## src/irtr_pkg.sv

```systemverilog
// Package: shared types and constants of the IR threshold serial receiver.
package irtr_pkg;

  localparam int ADC_W  = 10;
  localparam int THR_W  = 11;
  localparam int BYTE_W = 8;
  localparam int CFG_W  = 16;
  localparam int MULT_W = 6;

  localparam logic [THR_W-1:0] THRESH_MAX = 11'd2047;

  localparam logic [1:0] PH_CAL   = 2'd0;
  localparam logic [1:0] PH_IDLE  = 2'd1;
  localparam logic [1:0] PH_START = 2'd2;
  localparam logic [1:0] PH_DATA  = 2'd3;

  localparam logic [1:0] CFG_BIT_PERIOD   = 2'd0;
  localparam logic [1:0] CFG_CAL_INTERVAL = 2'd1;
  localparam logic [1:0] CFG_RANGE_MULT   = 2'd2;

  localparam logic [CFG_W-1:0]  BIT_PERIOD_RST   = 16'd160;
  localparam logic [CFG_W-1:0]  CAL_INTERVAL_RST = 16'd8;
  localparam logic [MULT_W-1:0] RANGE_MULT_RST   = 6'd21;

  typedef struct packed {
    logic              led_on;
    logic              calibrating;
    logic [THR_W-1:0]  level_threshold;
    logic              byte_valid;
    logic [BYTE_W-1:0] data_byte;
    logic              start_glitch;
  } res_t;

endpackage

```

## src/irtr_in_if.sv

```systemverilog
// Interface: sample channel into the receiver.
interface irtr_in_if;
  logic                      valid;
  logic                      ready;
  logic                      operation;
  logic [irtr_pkg::ADC_W-1:0] adc_sample;

  modport source (output valid, operation, adc_sample, input ready);
  modport sink (input valid, operation, adc_sample, output ready);
endinterface

```

## src/irtr_out_if.sv

```systemverilog
// Interface: result channel out of the receiver.
interface irtr_out_if;
  logic                        valid;
  logic                        ready;
  logic                        led_on;
  logic                        calibrating;
  logic [irtr_pkg::THR_W-1:0]  level_threshold;
  logic                        byte_valid;
  logic [irtr_pkg::BYTE_W-1:0] data_byte;
  logic                        start_glitch;

  modport source (output valid, led_on, calibrating, level_threshold, byte_valid, data_byte,
                  start_glitch, input ready);
  modport sink (input valid, led_on, calibrating, level_threshold, byte_valid, data_byte,
                start_glitch, output ready);
endinterface

```

## src/irtr_skid.sv

```systemverilog
// Two-entry result buffer between the receiver core and the result channel.
module irtr_skid (
  input  logic            clk,
  input  logic            rst_n,
  input  logic            push,
  input  irtr_pkg::res_t  push_data,
  output logic            room,
  output logic            pop_valid,
  input  logic            pop_ready,
  output irtr_pkg::res_t  pop_data
);
  import irtr_pkg::*;

  res_t head_r, head_nxt;
  res_t tail_r, tail_nxt;
  logic head_v_r, head_v_nxt;
  logic tail_v_r, tail_v_nxt;

  logic pop;
  logic head_v_aft;
  logic tail_v_aft;
  res_t head_aft;

  assign pop        = head_v_r && pop_ready;
  assign room       = !tail_v_r;
  assign pop_valid  = head_v_r;
  assign pop_data   = head_r;
  assign head_v_aft = pop ? tail_v_r : head_v_r;
  assign tail_v_aft = pop ? 1'b0 : tail_v_r;
  assign head_aft   = pop ? tail_r : head_r;

  always_comb begin
    head_v_nxt = head_v_aft;
    tail_v_nxt = tail_v_aft;
    head_nxt   = head_aft;
    tail_nxt   = tail_r;
    if (push) begin
      if (!head_v_aft) begin
        head_v_nxt = 1'b1;
        head_nxt   = push_data;
      end else begin
        tail_v_nxt = 1'b1;
        tail_nxt   = push_data;
      end
    end
  end

  always_ff @(posedge clk) begin
    if (!rst_n) begin
      head_v_r <= 1'b0;
      tail_v_r <= 1'b0;
    end else begin
      head_v_r <= head_v_nxt;
      tail_v_r <= tail_v_nxt;
    end
  end

  always_ff @(posedge clk) begin
    head_r <= head_nxt;
    tail_r <= tail_nxt;
  end

  a_tail_needs_head: assert property (@(posedge clk) disable iff (!rst_n)
    tail_v_r |-> head_v_r) else $error("tail entry held without head entry");

  a_stall_fills_tail: assert property (@(posedge clk) disable iff (!rst_n)
    (push && head_v_r && !pop_ready) |=> tail_v_r) else $error("transfer lost on stall");

  a_drain_empties: assert property (@(posedge clk) disable iff (!rst_n)
    (pop && !push && !tail_v_r) |=> !head_v_r) else $error("result repeated after drain");

endmodule

```

## src/ir_threshold_serial_receiver.sv

```systemverilog
// IR serial receiver with adaptive threshold: one sample transfer per clock cycle while the result buffer has room.
// The receiver takes one sample transfer in every cycle in which input ready is high; all
// work of a sample (calibration min/max, threshold multiply, start check, bit shift) is
// combinational and its result is registered into the result buffer. A two-entry result
// buffer lets input keep flowing while one result waits; input ready drops only when two
// results are held. After reset or a recalibrate request the receiver measures
// CAL_SAMPLES samples spaced cal_interval ticks apart, then sets its threshold and hunts
// for start bits; configuration writes take effect on the next sample.
module ir_threshold_serial_receiver #(
  parameter int CAL_SAMPLES = 32,
  parameter int SAMPLE_BITS = 10
) (
  input  logic                    clk,
  input  logic                    rst_n,
  irtr_in_if.sink                 in,
  irtr_out_if.source              out,
  input  logic                    cfg_we,
  input  logic [1:0]              cfg_index,
  input  logic [irtr_pkg::CFG_W-1:0] cfg_wdata
);
  import irtr_pkg::*;

  localparam int CW = $clog2(CAL_SAMPLES + 1);
  localparam int TW = (SAMPLE_BITS + 1 > THR_W) ? SAMPLE_BITS + 1 : THR_W;
  localparam int PW = SAMPLE_BITS + MULT_W;

  logic [CFG_W-1:0]       bit_period_r;
  logic [CFG_W-1:0]       cal_interval_r;
  logic [MULT_W-1:0]      range_mult_r;

  logic [1:0]             phase_r,         phase_nxt;
  logic [CFG_W-1:0]       tick_count_r,    tick_count_nxt;
  logic [CW-1:0]          cal_taken_r,     cal_taken_nxt;
  logic [SAMPLE_BITS-1:0] range_min_r,     range_min_nxt;
  logic [SAMPLE_BITS-1:0] range_max_r,     range_max_nxt;
  logic [THR_W-1:0]       cal_threshold_r, cal_threshold_nxt;
  logic [3:0]             bits_taken_r,    bits_taken_nxt;
  logic [BYTE_W-1:0]      shift_byte_r,    shift_byte_nxt;

  logic                   accept;
  logic                   room;
  logic [SAMPLE_BITS-1:0] smp;
  logic [TW-1:0]          smp_ext;
  logic [TW-1:0]          thr_ext;
  logic [CFG_W:0]         tick_inc;
  logic [CFG_W-1:0]       iv;
  logic [CFG_W-1:0]       half;
  logic [CFG_W-1:0]       per;
  logic                   cal_tick;
  logic [SAMPLE_BITS-1:0] min_c;
  logic [SAMPLE_BITS-1:0] max_c;
  logic [CW-1:0]          taken_c;
  logic [SAMPLE_BITS-1:0] span;
  logic [PW-1:0]          prod;
  logic [TW-1:0]          thr_sum;
  logic [3:0]             bits_inc;
  logic [BYTE_W-1:0]      shifted;
  logic                   bit_val;
  res_t                   res;
  res_t                   res_out;

  assign accept   = in.valid && in.ready;
  assign in.ready = room;

  assign smp      = SAMPLE_BITS'(in.adc_sample);
  assign smp_ext  = TW'(smp);
  assign thr_ext  = TW'(cal_threshold_r);
  assign tick_inc = {1'b0, tick_count_r} + {{CFG_W{1'b0}}, 1'b1};
  assign iv       = (cal_interval_r == '0) ? CFG_W'(1) : cal_interval_r;
  assign half     = (bit_period_r[CFG_W-1:1] == '0) ? CFG_W'(1) : {1'b0, bit_period_r[CFG_W-1:1]};
  assign per      = (bit_period_r == '0) ? CFG_W'(1) : bit_period_r;

  assign cal_tick = (tick_count_r == '0);
  assign min_c    = (cal_tick && smp < range_min_r) ? smp : range_min_r;
  assign max_c    = (cal_tick && smp > range_max_r) ? smp : range_max_r;
  assign taken_c  = cal_taken_r + CW'(cal_tick);
  assign span     = (max_c >= min_c) ? max_c - min_c : '0;
  assign prod     = PW'(span) * PW'(range_mult_r);
  assign thr_sum  = TW'(max_c) + TW'(prod[PW-1:MULT_W]);

  assign bits_inc = bits_taken_r + 4'd1;
  assign bit_val  = smp_ext > thr_ext;
  assign shifted  = {bit_val, shift_byte_r[BYTE_W-1:1]};

  always_comb begin
    phase_nxt         = phase_r;
    tick_count_nxt    = tick_count_r;
    cal_taken_nxt     = cal_taken_r;
    range_min_nxt     = range_min_r;
    range_max_nxt     = range_max_r;
    cal_threshold_nxt = cal_threshold_r;
    bits_taken_nxt    = bits_taken_r;
    shift_byte_nxt    = shift_byte_r;
    res               = '0;
    if (in.operation) begin
      phase_nxt      = PH_CAL;
      tick_count_nxt = '0;
      cal_taken_nxt  = '0;
      range_min_nxt  = '1;
      range_max_nxt  = '0;
      bits_taken_nxt = '0;
      shift_byte_nxt = '0;
    end else begin
      unique case (phase_r)
        PH_CAL: begin
          range_min_nxt  = min_c;
          range_max_nxt  = max_c;
          cal_taken_nxt  = taken_c;
          tick_count_nxt = (tick_inc >= {1'b0, iv}) ? '0 : tick_inc[CFG_W-1:0];
          if (taken_c >= CW'(CAL_SAMPLES)) begin
            if (thr_sum > TW'(THRESH_MAX)) begin
              cal_threshold_nxt = THRESH_MAX;
            end else begin
              cal_threshold_nxt = thr_sum[THR_W-1:0];
            end
            phase_nxt      = PH_IDLE;
            tick_count_nxt = '0;
            cal_taken_nxt  = '0;
          end
        end
        PH_IDLE: begin
          if (smp_ext >= thr_ext) begin
            phase_nxt      = PH_START;
            tick_count_nxt = '0;
          end
        end
        PH_START: begin
          tick_count_nxt = tick_inc[CFG_W-1:0];
          if (tick_inc >= {1'b0, half}) begin
            tick_count_nxt = '0;
            if (bit_val) begin
              phase_nxt      = PH_DATA;
              bits_taken_nxt = '0;
              shift_byte_nxt = '0;
            end else begin
              phase_nxt        = PH_IDLE;
              res.start_glitch = 1'b1;
            end
          end
        end
        default: begin
          tick_count_nxt = tick_inc[CFG_W-1:0];
          if (tick_inc >= {1'b0, per}) begin
            tick_count_nxt = '0;
            shift_byte_nxt = shifted;
            bits_taken_nxt = bits_inc;
            if (bits_inc >= 4'd8) begin
              res.byte_valid = 1'b1;
              res.data_byte  = shifted;
              bits_taken_nxt = '0;
              shift_byte_nxt = '0;
              phase_nxt      = PH_IDLE;
            end
          end
        end
      endcase
    end
    res.led_on          = (phase_nxt == PH_CAL);
    res.calibrating     = (phase_nxt == PH_CAL);
    res.level_threshold = cal_threshold_nxt;
  end

  always_ff @(posedge clk) begin
    if (!rst_n) begin
      phase_r         <= PH_CAL;
      tick_count_r    <= '0;
      cal_taken_r     <= '0;
      range_min_r     <= '1;
      range_max_r     <= '0;
      cal_threshold_r <= '0;
      bits_taken_r    <= '0;
      shift_byte_r    <= '0;
    end else if (accept) begin
      phase_r         <= phase_nxt;
      tick_count_r    <= tick_count_nxt;
      cal_taken_r     <= cal_taken_nxt;
      range_min_r     <= range_min_nxt;
      range_max_r     <= range_max_nxt;
      cal_threshold_r <= cal_threshold_nxt;
      bits_taken_r    <= bits_taken_nxt;
      shift_byte_r    <= shift_byte_nxt;
    end
  end

  always_ff @(posedge clk) begin
    if (!rst_n) begin
      bit_period_r   <= BIT_PERIOD_RST;
      cal_interval_r <= CAL_INTERVAL_RST;
      range_mult_r   <= RANGE_MULT_RST;
    end else if (cfg_we) begin
      unique case (cfg_index)
        CFG_BIT_PERIOD:   bit_period_r   <= cfg_wdata;
        CFG_CAL_INTERVAL: cal_interval_r <= cfg_wdata;
        CFG_RANGE_MULT:   range_mult_r   <= cfg_wdata[MULT_W-1:0];
        default: begin
        end
      endcase
    end
  end

  irtr_skid u_skid (
    .clk       (clk),
    .rst_n     (rst_n),
    .push      (accept),
    .push_data (res),
    .room      (room),
    .pop_valid (out.valid),
    .pop_ready (out.ready),
    .pop_data  (res_out)
  );

  assign out.led_on          = res_out.led_on;
  assign out.calibrating     = res_out.calibrating;
  assign out.level_threshold = res_out.level_threshold;
  assign out.byte_valid      = res_out.byte_valid;
  assign out.data_byte       = res_out.data_byte;
  assign out.start_glitch    = res_out.start_glitch;

  a_byte_returns_idle: assert property (@(posedge clk) disable iff (!rst_n)
    (accept && res.byte_valid) |=> (phase_r == PH_IDLE)) else $error("byte done outside idle return");

  a_cal_count_clear: assert property (@(posedge clk) disable iff (!rst_n)
    (phase_r != PH_CAL) |-> (cal_taken_r == '0)) else $error("calibration count left set");

  a_bits_in_range: assert property (@(posedge clk) disable iff (!rst_n)
    (phase_r == PH_DATA) |-> (bits_taken_r < 4'd8)) else $error("data bit count overrun");

endmodule
```

## src/flat_wrapper.sv

```systemverilog
// flat-port wrapper written by rule: the top's interface ports become plain ports
module ir_threshold_serial_receiver_flat import irtr_pkg::*;
#(
  parameter int CAL_SAMPLES = 32,
  parameter int SAMPLE_BITS = 10
)
  (clk, rst_n, cfg_we, cfg_index, cfg_wdata, in_valid, in_operation, in_adc_sample, in_ready, out_valid, out_led_on, out_calibrating, out_level_threshold, out_byte_valid, out_data_byte, out_start_glitch, out_ready);
  irtr_in_if in_i ();
  irtr_out_if out_i ();
  input  logic clk;
  input  logic rst_n;
  input  logic cfg_we;
  input  logic [1:0] cfg_index;
  input  logic [irtr_pkg::CFG_W-1:0] cfg_wdata;
  input wire logic [$bits(in_i.valid)-1:0] in_valid;
  input wire logic [$bits(in_i.operation)-1:0] in_operation;
  input wire logic [$bits(in_i.adc_sample)-1:0] in_adc_sample;
  output wire logic [$bits(in_i.ready)-1:0] in_ready;
  output wire logic [$bits(out_i.valid)-1:0] out_valid;
  output wire logic [$bits(out_i.led_on)-1:0] out_led_on;
  output wire logic [$bits(out_i.calibrating)-1:0] out_calibrating;
  output wire logic [$bits(out_i.level_threshold)-1:0] out_level_threshold;
  output wire logic [$bits(out_i.byte_valid)-1:0] out_byte_valid;
  output wire logic [$bits(out_i.data_byte)-1:0] out_data_byte;
  output wire logic [$bits(out_i.start_glitch)-1:0] out_start_glitch;
  input wire logic [$bits(out_i.ready)-1:0] out_ready;
  assign in_i.valid = in_valid;
  assign in_i.operation = in_operation;
  assign in_i.adc_sample = in_adc_sample;
  assign in_ready = in_i.ready;
  assign out_valid = out_i.valid;
  assign out_led_on = out_i.led_on;
  assign out_calibrating = out_i.calibrating;
  assign out_level_threshold = out_i.level_threshold;
  assign out_byte_valid = out_i.byte_valid;
  assign out_data_byte = out_i.data_byte;
  assign out_start_glitch = out_i.start_glitch;
  assign out_i.ready = out_ready;
  ir_threshold_serial_receiver #(.CAL_SAMPLES(CAL_SAMPLES), .SAMPLE_BITS(SAMPLE_BITS)) u_core (.clk(clk), .rst_n(rst_n), .in(in_i), .out(out_i), .cfg_we(cfg_we), .cfg_index(cfg_index), .cfg_wdata(cfg_wdata));
endmodule
```

## config.mk

```make
export PLATFORM = sky130hd
export DESIGN_NAME = ir_threshold_serial_receiver_flat
export DESIGN_NICKNAME = d
export VERILOG_FILES = /design/src/irtr_pkg.sv /design/src/irtr_in_if.sv /design/src/irtr_out_if.sv /design/src/irtr_skid.sv /design/src/ir_threshold_serial_receiver.sv /design/src/flat_wrapper.sv
export SDC_FILE = /design/constraint.sdc
export NUM_CORES = 1
export LEC_CHECK = 0
export ABC_CLOCK_PERIOD_IN_PS = 19510
export BUFFER_PORTS_ARGS = -buffer_cell sky130_fd_sc_hd__clkbuf_2
export CAP_MARGIN = 25
export CORE_AREA = 2 2 154 156
export CTS_CLUSTER_SIZE = 28
export DETAILED_ROUTE_END_ITERATION = 8
export DIE_AREA = 0 0 156 158
export GPL_ROUTABILITY_DRIVEN = 0
export PLACE_DENSITY = 0.66
export SLEW_MARGIN = 20
export SYNTH_ARGS = -nofsm -noshare
export SYNTH_HDL_FRONTEND = slang
export SYNTH_SLANG_ARGS = --single-unit
```

## constraint.sdc

```tcl
create_clock -name clk -period 19.51 [get_ports clk]
set_clock_uncertainty 0.15 [all_clocks]
set_input_delay 1.951 -clock clk [delete_from_list [all_inputs] [get_ports clk]]
set_output_delay 1.951 -clock clk [all_outputs]
set_load 0.005 [all_outputs]
```

# --- Word-level counts from Yosys, hierarchy flattened ---
# Index checks and enable logic that the tools add are counted.
totals:
  n_memories: 0
  inputBits: 34
  romBits: 0
  output_inout_bits: 25
  regBits: 152
  ramBits: 0
  word_cells: 131
  latch_bits: 0
classes:
  n_eq_ne: 8
  addsub: 5
  n_lt_le_gt_ge: 11
  div_mod_pow: 0
  shifts: 0
  multipliers: 1
  n_mux: 59
  reduce_logical: 23
  bitwise: 0
ops:
  columns: ["op", "count"]
  rows:
  - ["two-way mux 16 bit", 8]
  - ["two-way mux 10 bit", 8]
  - ["two-way mux 23 bit", 3]
  - [">= comparator 17 x 16 -> 1 bit", 3]
  - ["logical NOT 16 bit", 3]
  - ["case mux 16 bit (3 select lines)", 1]
  - ["two-way mux 11 bit", 4]
  - ["two-way mux 8 bit", 5]
  - ["two-way mux 9 bit", 3]
  - ["two-way mux 4 bit", 5]
  - ["two-way mux 6 bit", 3]
  - ["adder 16 x 1 -> 17 bit (second input constant)", 1]
  - ["multiplier 10 x 6 -> 16 bit", 1]
  - ["case mux 8 bit (2 select lines)", 1]
  - ["logical NOT 15 bit", 1]
  - ["two-way mux 15 bit", 1]
  - ["two-way mux 2 bit", 7]
  - ["AND reduction 2 bit", 6]
  - ["adder 10 x 10 -> 11 bit", 1]
  - [">= comparator 10 x 11 -> 1 bit", 1]
  - ["greater-than comparator 10 x 11 -> 1 bit", 1]
  - ["greater-than comparator 11 bit (second input constant)", 1]
  - [">= comparator 10 bit", 1]
  - ["greater-than comparator 10 bit", 1]
  - ["other kinds (21)", 37]

# --- Logic depth before layout (Yosys ltp) ---
# Gate-level depths: netlist (run 1).
depth:
  ltp_word: 14
  ltp_mapped: 43
  ltp_nobuf: 41

# --- By module ---
# From an unflattened synthesis (run 1), not the netlist that was laid out.
hier_totals:
  cells_unflattened: 1229
  hier_area_um2: 11124.4
modules_own_cells:
  columns: ["module", "area_per_inst_um2", "cells_each", "n_inst", "seq_area_each_um2"]
  rows:
  - ["ir_threshold_serial_receiver", 9236.4, 1120, 1, 2082.0]
  - ["irtr_skid", 1888.1, 109, 1, 1191.1]

# --- Worst setup path after synthesis (run 1) ---
# No wires, ideal clock.
synth_timing:
  kind: "in2reg"
  from: "input port in_adc_sample[3]"
  to: "register u_core.u_skid.head_r, in the netlist u_core.u_skid.pop_data[19]"
  arrival_time_ps: 10170
  cell_stages: 39
  setup_time_ps: 115
  slack_ps: 9075
  n_path_buf: 2
  required_time_ps: 19245
  path_cell_list: "ha_1 -> a21o_1 -> a21o_1 -> a21o_1 -> a21oi_1 -> o221a_2 -> nor3_1 -> clkbuf_1 -> mux2_2 -> inv_1 -> ha_1 -> inv_1 -> fa_1 -> a211oi_1 -> nor3b_1 -> nor2_1 -> o21a_1 -> clkbuf_1 -> [... 3 more ...] -> fa_1 -> fa_1 -> inv_1 -> ha_1 -> nand4b_1 -> o41a_1 -> nand2_1 -> a21oi_1 -> xnor2_1 -> ha_1 -> a21o_1 -> a21oi_1 -> o21bai_1 -> a2111oi_0 -> o31ai_1 -> xor2_1 -> mux2_2 -> o21a_1"
synth_rtl:
  columns: ["element", "line_no", "text"]
  rows:
  - ["from (decl)", "flat_wrapper.sv:17", "input wire logic [$bits(in_i.adc_sample)-1:0] in_adc_sample;"]
  - ["to (signal assigned)", "irtr_skid.sv:59", "head_r <= head_nxt;"]
  - ["to (decl)", "irtr_skid.sv:14", "res_t head_r, head_nxt;"]

==> impl_metrics.toml, run 1 <==
[die]
pin_count = 59
initial_core_util_pct = 48.97
die_y_um = 158
core_area_um2 = 23050
fp-row-count = 56
die_w_um = 156
die_area_um2 = 24650

[hold_path]
hp-class = "flip-flop to flip-flop"
hold_path_depth = 2
hold_end = "u_core.cal_threshold_r[2]$_SDFFE_PN0P_"
min_from = "u_core.cal_threshold_r[2]$_SDFFE_PN0P_"

[pwr]
finalPower_mw = 0.9341
p_leak_nw = 5.533
ir_drop_mv = 0.05592
p_per_area_nw_per_um2 = 75.71

[synth]
synthesis.area_um2 = 11290
async_reset_ff_share_pct = 0
ys.flop_type = "dfxtp_1"
syn_nets = 1529
synthCells = 1339
yosys_warnings = 0
synth_seq_cells = 151
synth_area_leaders = "dfxtp_1 23%, ha_1 14%, fa_1 6.0%"
netlist.area_leader.share_pct = 22.88
synthDistinctLibCells = 77
yosysTopAreaCell = "dfxtp_1"
syn_area_per_cell_um2 = 8.430
synth-seq-area-share_pct = 28.73
synth_edf_count = 22

[job]
cap_violations = 0

[clocking]
cts_max_level = 4
post-cts-setup-buffers = 0
clock-sinks = 151
insertion_delay_ps = 440
clk_pin_slew_ps = 70
hold_buffers = 0
cts_inserted_buffers = 17
cts_tree = "done"
clockBufferDepth = 2
cts_repair_resize_count = 0
cts-root-buf = "clkbuf_16"

[setup_path]
worstSetupPathType = "primary input to flip-flop"
critPathRequiredTime_ps = 19690
cp_data_arrival_time_ps = 11470
reg2reg_to = "u_core.u_skid.pop_data[19]$_DFF_P_"
critPathSlowestCell = "a2111oi_0"
cp-start-kind = "primary input"
r2r-start = "u_core.tick_count_r[0]$_SDFFE_PN0P_"
r2r_cells = 36
r2r_slack_ps = 9080
crit_path_max_incr_delay_ps = 800
critPathMaxFanout = 11
end_kind = "flip-flop"

[detailed_routing]
drc = 0
num_vias = 9549
drt-wirelength-per-cell_um = 16.44
drtAntennaViolNets = 0
vias_per_cell = 5.718
firstDrtPassIters = 5
routed_wirelength_um = 27460
drt_iter0_markers = 637

[sta]
fin_crit_ps = 11290
tightest_slew_ps = 866.8
rsz0062_at_grt = "no"
hold_viol_final = 0
max_freq_mhz = 88.58
setup_violations = 0
fin_crit_sh_pct = 57.86
slew_violations = 0
timing.slew.headroom_pct = 40.72
tns_ps = 0

[grt]
overflow = 0
grt_pass1_wl_um = 45620
grt_max_degree = 70
antenna_found_initial = 0
grtUsageTotal_pct = 23.08
grt_pass1_vias = 9110

[finish]
seq_area_um2 = 3243
areaGrowthSynthToFinish_pct = 9.300
final_nets = 1557
fillCellCount = 2188
layout-drive-gt1-share_pct = 9.855
final_util_pct = 53.52
diodes = 0
multi_input_area_um2 = 7192
postLayoutCellArea_um2 = 12340

[status]
outcome = "completed"

[placement]
dp_hpwl_um = 20370
postPlaceCellArea_um2 = 11740
io_buffers = 58
area by class of cell:
| cell class | instances | area share (%) |
|---|---|---|
| timing repair buffer | 70 | 3.144 |
| clock inverter | 13 | 1.004 |
| multi-input combinational | 974 | 58.29 |
| inverter | 153 | 4.655 |
| clock buffer | 19 | 3.681 |
| tap | 290 | 2.941 |
| sequential | 151 | 26.29 |
layer usage:
metal  global-route usage (%)  up-vias  share of wire, %
met5                        0        -                 0
met4                    6.684        0               1.6
met3                    3.175       31               4.8
met2                    37.67      234                45
met1                    31.98     4528                48
li1                         -     4756                 -
Yosys cell counts (all sizes together) (10+ instances only):
library cell / instances
a2111oi: 14
a211oi: 19
a21o: 23
a21oi: 93
a32o: 22
and2: 54
and3: 15
buf: 13
clkbuf: 46
dfxtp: 129
edfxtp: 22
fa: 34
ha: 122
inv: 153
mux2i: 41
nand2: 155
nand3: 38
nand4: 18
nor2: 64
nor3: 42
nor4: 12
o21a: 15
o21ai: 44
o32ai: 10
or3: 12
xnor2: 21
xor2: 20
critical path: cells and delay by family:
kind | cells | cell delay, ps
AOI/OAI and AO/OA | 16 | 3820
adders and majority gates | 8 | 2860
xor gates and xnor gates | 2 | 430
buffers and inverters | 4 | 530
and+or+nand+nor | 6 | 1280
muxes | 2 | 570
metrics by stage:
step / cells / hold slack, ps / worst slack (ps)
6_report: 1670 / 307.4 / 8221
5_1_grt: 1670 / 339.8 / 7563
3_5_place_dp: 1636 / 304.7 / 7903
3_3_place_gp: 1635 / 294.8 / 8203
4_1_cts: 1668 / 313.1 / 8337
2_1_floorplan: 1339 / 281.2 / 9075
power by group:
part	switching, mW	internal, mW
Clock	0.154	0.176
Combinational	0.160	0.107
Sequential	0.0104	0.326
worst max path at each step:
| stage | from | to | cells past startpoint |
|---|---|---|---|
| global placement | in_adc_sample[1] | u_core.u_skid.pop_data[19]$_DFF_P_ | 38 |
| floorplan | in_adc_sample[3] | u_core.u_skid.pop_data[19]$_DFF_P_ | 39 |
| CTS | in_adc_sample[1] | u_core.u_skid.pop_data[19]$_DFF_P_ | 38 |
| finish | in_adc_sample[1] | u_core.u_skid.pop_data[19]$_DFF_P_ | 38 |
| global route | in_adc_sample[1] | u_core.u_skid.pop_data[19]$_DFF_P_ | 39 |
| detailed placement | in_adc_sample[1] | u_core.u_skid.pop_data[19]$_DFF_P_ | 38 |
cell usage in the layout, fill, tap and decap left out, types with 6 or more instances in the layout:
master,Yosys,final
xnor2_1,21,21
edfxtp_1,22,22
a21oi_1,93,92
and3_1,14,14
a31oi_1,7,7
a21o_1,23,23
ha_1,122,122
or3_1,11,11
nand4_1,18,18
and2_1,46,46
nor2_1,63,62
o32ai_1,10,10
nor4_1,12,12
xor2_1,20,20
fa_1,34,34
o21a_1,15,15
a211oi_1,18,18
a2111oi_0,14,14
nand2_1,155,155
a32o_1,22,22
o21bai_1,6,6
buf_4,1,11
inv_1,153,152
nand3_1,37,37
inv_6,0,6
clkbuf_16,0,18
mux2i_1,41,41
nand2b_1,6,6
nor3_1,42,41
o21ai_0,38,38
clkbuf_2,1,58
and2_2,8,8
dfxtp_1,129,129
nor2b_1,9,9
sequential cells by signal, indices dropped and copies added (netlist names):
name                     cells
u_core.range_max_r          10
u_core.u_skid.pop_valid      1
u_core.bit_period_r         16
u_core.range_mult_r          6
u_core.bits_taken_r          4
u_core.cal_taken_r           6
u_core.shift_byte_r          7
u_core.u_skid.tail_v_r       1
u_core.tick_count_r         16
u_core.cal_threshold_r      11
u_core.u_skid.pop_data      23
u_core.u_skid.tail_r        22
u_core.phase_r               2
u_core.cal_interval_r       16
u_core.range_min_r          10
kinds of logic after synthesis:
kind of cell             Yosys count  synth area share, %
multiplexers                      45                4.035
buffers and inverters            214                7.803
adder cells (fa/ha/maj)          156                19.55
flip-flops                       151                28.73
AO/OA/AOI/OAI                    286                17.11
XOR/XNOR                          41                3.181
AND/OR/NAND/NOR                  446                19.59
No activity file was read; power rests on OpenSTA's default activity.
==> run 2: changes to the inputs <==
Settings changed: ABC_CLOCK_PERIOD_IN_PS 19510 to 10030, PLACE_DENSITY 0.66 to 0.69.
Clock period 19.51 ns to 10.03 ns, I/O delays scaled along.
==> run 2 against run 1 <==
  * Sequential share of layout area down 0.46 points
  * Global-route usage down 0.56 points
  * Total power up 100%
  * Critical endpoint is now u_core.cal_threshold_r[8]$_SDFFE_PN0P_
  * Combinational power up 110%
  * Die area unchanged
  * Largest power group is now the clock network
  * Critical path type unchanged
  * Register-to-register slack worse by 8300 ps
  * Worst setup slack worse by 7700 ps
  * First-iteration DRC count down 15%
  * Non-clock buffer count up 20
  * Final cell count up 1.2%
  * Sequential power up 94%
==> impl_metrics.toml, run 2 (same netlist as run 1, synthesis figures left out) <==
[detailed_routing]
drtAntennaViolNets = 0
drc = 0
num_vias = 9598
vias_per_cell = 5.679
drt_iter0_markers = 541
routed_wirelength_um = 27310
drt-wirelength-per-cell_um = 16.16
firstDrtPassIters = 5

[setup_path]
worstSetupPathType = "primary input to flip-flop"
crit_path_max_incr_delay_ps = 630
r2r-start = "u_core.tick_count_r[0]$_SDFFE_PN0P_"
cp_data_arrival_time_ps = 9640
crit_top_cell = "a21oi_1"
cp_num_buf_inv = 7
path_depth = 41
crit_end = "u_core.cal_threshold_r[8]$_SDFFE_PN0P_"
critPathSlowestCell = "or4b_2"
r2r_slack_ps = 790
critPathMaxFanout = 15
worstSetupStartpoint = "in_adc_sample[3]"
reg2reg_to = "u_core.cal_threshold_r[8]$_SDFFE_PN0P_"
cpLargestDelayFamily = "compound AO/OA/AOI/OAI gates"
cp-start-kind = "primary input"
critPathRequiredTime_ps = 10200
r2r_cells = 38
end_kind = "flip-flop"

[placement]
postPlaceCellArea_um2 = 11890
place_inst = 1657
dp_hpwl_um = 20400
io_buffers = 58

[pwr]
p_leak_nw = 5.650
p_per_area_nw_per_um2 = 148.9
ir_drop_mv = 0.08506

[sta]
setup_violations = 0
hold_viol_final = 0
timing.slew.headroom_pct = 40.77
max_freq_mhz = 105.6
fin_crit_sh_pct = 94.44
tightest_slew_ps = 888.4
hold_ws_ps = 310.1
fin_crit_ps = 9472
tns_ps = 0
slew_violations = 0

[grt]
overflow = 0
grt_max_degree = 71
antenna_found_initial = 0
grtUsageTotal_pct = 22.52
grt_pass1_wl_um = 44740
grt_pass1_vias = 8995

[die]
initial_core_util_pct = 48.97
die_area_um2 = 24650
die_w_um = 156
fp-row-count = 56
pin_count = 59
die_y_um = 158
core_area_um2 = 23050

[finish]
seq_area_um2 = 3243
layout-drive-gt1-share_pct = 11.71
diodes = 0
postLayoutCellArea_um2 = 12560
areaGrowthSynthToFinish_pct = 11.23
largest_register_ffs = 23
final_util_pct = 54.47
layout_commonest_cell = "nand2_1"
fillCellCount = 2121
layout_common_cells = "154 x nand2_1, 152 x inv_1, 129 x dfxtp_1, 122 x ha_1, 92 x a21oi_1"
fin_cells = 1690
multi_input_area_um2 = 7237
final_nets = 1577

[clocking]
cts_max_level = 4
clockBufferDepth = 2
clock-sinks = 151
insertion_delay_ps = 430
cts_tree = "done"
clk_pin_slew_ps = 60
cts_inserted_buffers = 17
cts-root-buf = "clkbuf_16"

[hold_path]
hp-class = "flip-flop to flip-flop"

[status]
outcome = "completed"

[job]
cap_violations = 0
-- run 2: cell types whose count changed in the layout (fill, tap and decap cells not counted), moves of 2 or more --
cell	change
nor3_2	+3
clkinv_4	-2
inv_6	-2
buf_4	+21
nor3_1	-3
-- run 2: through the flow --
stage | total power [mW] | setup WS [ps]
5_1_grt | 1.975 | -18.20
2_1_floorplan | 1.050 | 543.2
6_report | 1.870 | 557.6
4_1_cts | 1.865 | 268.8
3_5_place_dp | 1.200 | -185.4
3_3_place_gp | 1.187 | 10.75
-- run 2: worst min-delay path by stage --
stage,from,to,slack [ps],cells past startpoint
after floorplan,u_core.bit_period_r[0]$_SDFFE_PN0P_,u_core.bit_period_r[0]$_SDFFE_PN0P_,280,2
after global placement,u_core.cal_threshold_r[2]$_SDFFE_PN0P_,u_core.cal_threshold_r[2]$_SDFFE_PN0P_,290,2
after detailed placement,u_core.cal_threshold_r[2]$_SDFFE_PN0P_,u_core.cal_threshold_r[2]$_SDFFE_PN0P_,300,2
after CTS,u_core.cal_threshold_r[2]$_SDFFE_PN0P_,u_core.cal_threshold_r[2]$_SDFFE_PN0P_,310,2
after global routing,u_core.bit_period_r[0]$_SDFFE_PN0P_,u_core.bit_period_r[0]$_SDFFE_PN0P_,340,2
final,u_core.cal_threshold_r[2]$_SDFFE_PN0P_,u_core.cal_threshold_r[2]$_SDFFE_PN0P_,310,2
-- run 2: final cells by class --
| type | instances | share of cell area [%] |
|---|---|---|
| multi-input cells | 974 | 57.64 |
| flip-flops and latches | 151 | 25.83 |
| inverters | 153 | 4.574 |
| repair buffers | 90 | 4.225 |
| clock buffers | 19 | 3.617 |
| well taps | 290 | 2.890 |
| clock inverters | 13 | 1.226 |
-- run 2: worst reg2reg max path, delay by kind of cell (launching register included) --
kind,cells,cell delay (ps)
adders and majority gates,7,2610
and+or+nand+nor,10,2470
AOI/OAI and AO/OA,12,2210
buffers and inverters,6,670
DFF,1,430
muxes,1,350
xor gates and xnor gates,2,250
-- run 2: timing repair --
item                                    CTS  global route
buffers inserted                          0             0
hold buffers                              0             0
endpoints found under the setup margin    0            16
endpoints found under the hold margin     0             0
gates resized for setup                   0            10
-- run 2: report_power, final --
group | switching, mW | leakage (nW) | total (mW) | internal (mW)
Clock | 0.294 | 0.296 | 0.663 | 0.370
Sequential | 0.0205 | 1.27 | 0.655 | 0.635
Combinational | 0.325 | 4.08 | 0.551 | 0.225
-- run 2: layer usage --
layer	share of wire [%]	global-route usage (%)	vias up
met5	0	0	-
met1	48	31.07	4551
met3	4.4	3.367	29
met2	46	37.08	221
li1	-	-	4797
met4	1.3	5.767	0
==> run 3: changes to the inputs <==
Settings changed: CORE_AREA 2 2 154 156 to 2 2 130 182, DIE_AREA 0 0 156 158 to 0 0 132 184, SYNTH_HIERARCHICAL set to 1.
==> run 3 against run 2 <==
  * Synthesized cell count is 8.2% lower
  * Design area down 0.34%
  * Worst setup slack improved by 90 ps
  * First-iteration DRC count did not move
  * Sequential cell count rose by 1
  * Total power is 2.0% higher
  * Critical path depth shrank 1
  * Synthesized area decreased by 1.5%
  * Die area shrank 1.5%
  * Hold slack got worse by 0.60 ps
  * Combinational power is 3% higher
  * Routed wire length is 5.8% lower
==> impl_metrics.toml, run 3 <==
[status]
outcome = "completed"

[sta]
slew_violations = 0
finalWorstSetupSlack_ps = 647.4
tns_ps = 0
hold_ws_ps = 309.5
setup_violations = 0
fin_crit_ps = 9383
max_freq_mhz = 106.6
timing.slew.headroom_pct = 47.79
hold_viol_final = 0
rsz0062_at_grt = "no"
tightest_slew_ps = 780.4
fin_crit_sh_pct = 93.55

[detailed_routing]
firstDrtPassIters = 5
num_vias = 8927
drt-wirelength-per-cell_um = 15.92
drtAntennaViolNets = 0
vias_per_cell = 5.528
drc = 0
drt_iter0_markers = 541
routed_wirelength_um = 25720

[clocking]
cts_repair_resize_count = 0
clock-sinks = 152
hold_buffers = 0
cts_max_level = 4
cts_inserted_buffers = 17
clockBufferDepth = 2
cts-root-buf = "clkbuf_16"
cts_tree = "done"
clk_pin_slew_ps = 60
post-cts-setup-buffers = 0
insertion_delay_ps = 440

[die]
die_area_um2 = 24290
pin_count = 59
fp-row-count = 65
initial_core_util_pct = 49.38
die_w_um = 132
die_y_um = 184
core_area_um2 = 22530

[synth]
synth_seq_cells = 152
yosysTopAreaCell = "dfxtp_1"
yosysMostFrequentCell = "inv_1"
async_reset_ff_share_pct = 0
synth_edf_count = 23
yosys_warnings = 6
synth_area_leaders = "dfxtp_1 23%, ha_1 14%, edfxtp_1 6.2%"
netlist.area_leader.share_pct = 23.21
yosys-top-cells-count = "150 x inv_1, 129 x dfxtp_1, 124 x nand2_1"
synthCells = 1229
syn_nets = 1419
synthesis.area_um2 = 11120
ys.flop_type = "dfxtp_1"
synth-seq-area-share_pct = 29.42
syn_area_per_cell_um2 = 9.052
synthDistinctLibCells = 79

[placement]
place_inst = 1582
io_buffers = 58
dp_hpwl_um = 19760
place_ws_ps = 130.3

[finish]
fin_cells = 1615
layout_commonest_cell = "inv_1"
final_nets = 1491
multi_input_area_um2 = 7122
layout_common_cells = "150 x inv_1, 129 x dfxtp_1, 124 x nand2_1, 122 x ha_1, 59 x nor2_1"
layout-drive-gt1-share_pct = 15.30
seq_area_um2 = 3273
fillCellCount = 2089
areaGrowthSynthToFinish_pct = 12.48
diodes = 0

[pwr]
power_frac_clock_pct = 35.7
finalPower_mw = 1.906
seq_power_share_pct = 34.5
internal_power_mw = 1.298
combPwrFrac_pct = 29.8
p_leak_nw = 5.708
swShare_pct = 31.90
p_sw_mw = 0.6082
ir_drop_mv = 0.1453
p_per_area_nw_per_um2 = 152.4

[hold_path]
hold_path_depth = 2
hp-class = "flip-flop to flip-flop"
min_from = "u_core/cal_threshold_r[8]$_SDFFE_PN0P_"

[setup_path]
critPathMaxFanout = 9
r2r-start = "u_core/tick_count_r[0]$_SDFFE_PN0P_"
cp-start-kind = "primary input"
crit_path_max_incr_delay_ps = 550
r2r_slack_ps = 840
r2r_cells = 39
critPathSlowestCell = "fa_1"
critPathRequiredTime_ps = 10200
end_kind = "flip-flop"
cp_data_arrival_time_ps = 9550
worstSetupPathType = "primary input to flip-flop"
worstSetupStartpoint = "in_adc_sample[3]"

[grt]
grt_pass1_wl_um = 43610
overflow = 0
grt_pass1_vias = 9039
grtUsageTotal_pct = 21.99
grt_max_degree = 76
antenna_found_initial = 0

[job]
cap_violations = 0
## run 3: layout make-up
| class | instances | share of cell area, % |
|---|---|---|
| Clock buffer | 21 | 3.940 |
| Timing Repair Buffer | 91 | 4.360 |
| Multi-Input combinational cell | 887 | 56.91 |
| Tap cell | 301 | 3.010 |
| Sequential cell | 152 | 26.16 |
| Clock inverter | 11 | 1.060 |
| Inverter | 152 | 4.560 |
## run 3: worst max-delay path: cells and delay by family
family	cells	cell delay (ps)
adders and majority gates	7	2740
AOI/OAI and AO/OA	14	2690
and+or+nand+nor	10	1460
buffers and inverters	6	870
muxes	2	650
xor gates and xnor gates	1	140
## run 3: final timing paths
check | endpoint
max | u_core/u_skid/pop_data[20]$_DFF_P_
min | u_core/cal_threshold_r[8]$_SDFFE_PN0P_
max reg2reg | u_core/u_skid/pop_data[20]$_DFF_P_
min reg2reg | u_core/cal_threshold_r[8]$_SDFFE_PN0P_
## run 3: through the flow
stage | utilization (%) | instance area, um2
after global placement | 52.58 | 11850
after global routing | 55.55 | 12510
final | 55.55 | 12510
after floorplan | - | 11120
after detailed placement | 52.68 | 11870
after CTS | 55.46 | 12490
## run 3: cell families after synthesis
family / Yosys count / synth area share (%)
AOI/OAI and AO/OA: 232 / 15.09
DFF: 152 / 29.42
adders and majority gates: 156 / 19.84
buffers and inverters: 190 / 6.771
and+or+nand+nor: 384 / 17.70
xor gates and xnor gates: 40 / 3.149
muxes: 75 / 8.019
## run 3: power groups by stage
stage / registers, mW / logic (mW) / clock network [mW]
after floorplan: 0.665 / 0.400 / 0
after global placement: 0.670 / 0.557 / 0
after detailed placement: 0.671 / 0.562 / 0
after CTS: 0.657 / 0.568 / 0.695
after global routing: 0.660 / 0.639 / 0.718
final: 0.657 / 0.568 / 0.681
## run 3: per-layer routing
metal  track usage, %  wire (um)  part of all wire [%]
met5                0          0                     0
met4            9.391        738                   2.9
met3            3.639        856                   3.3
met2            39.52      12850                    50
met1            25.79      11280                    44
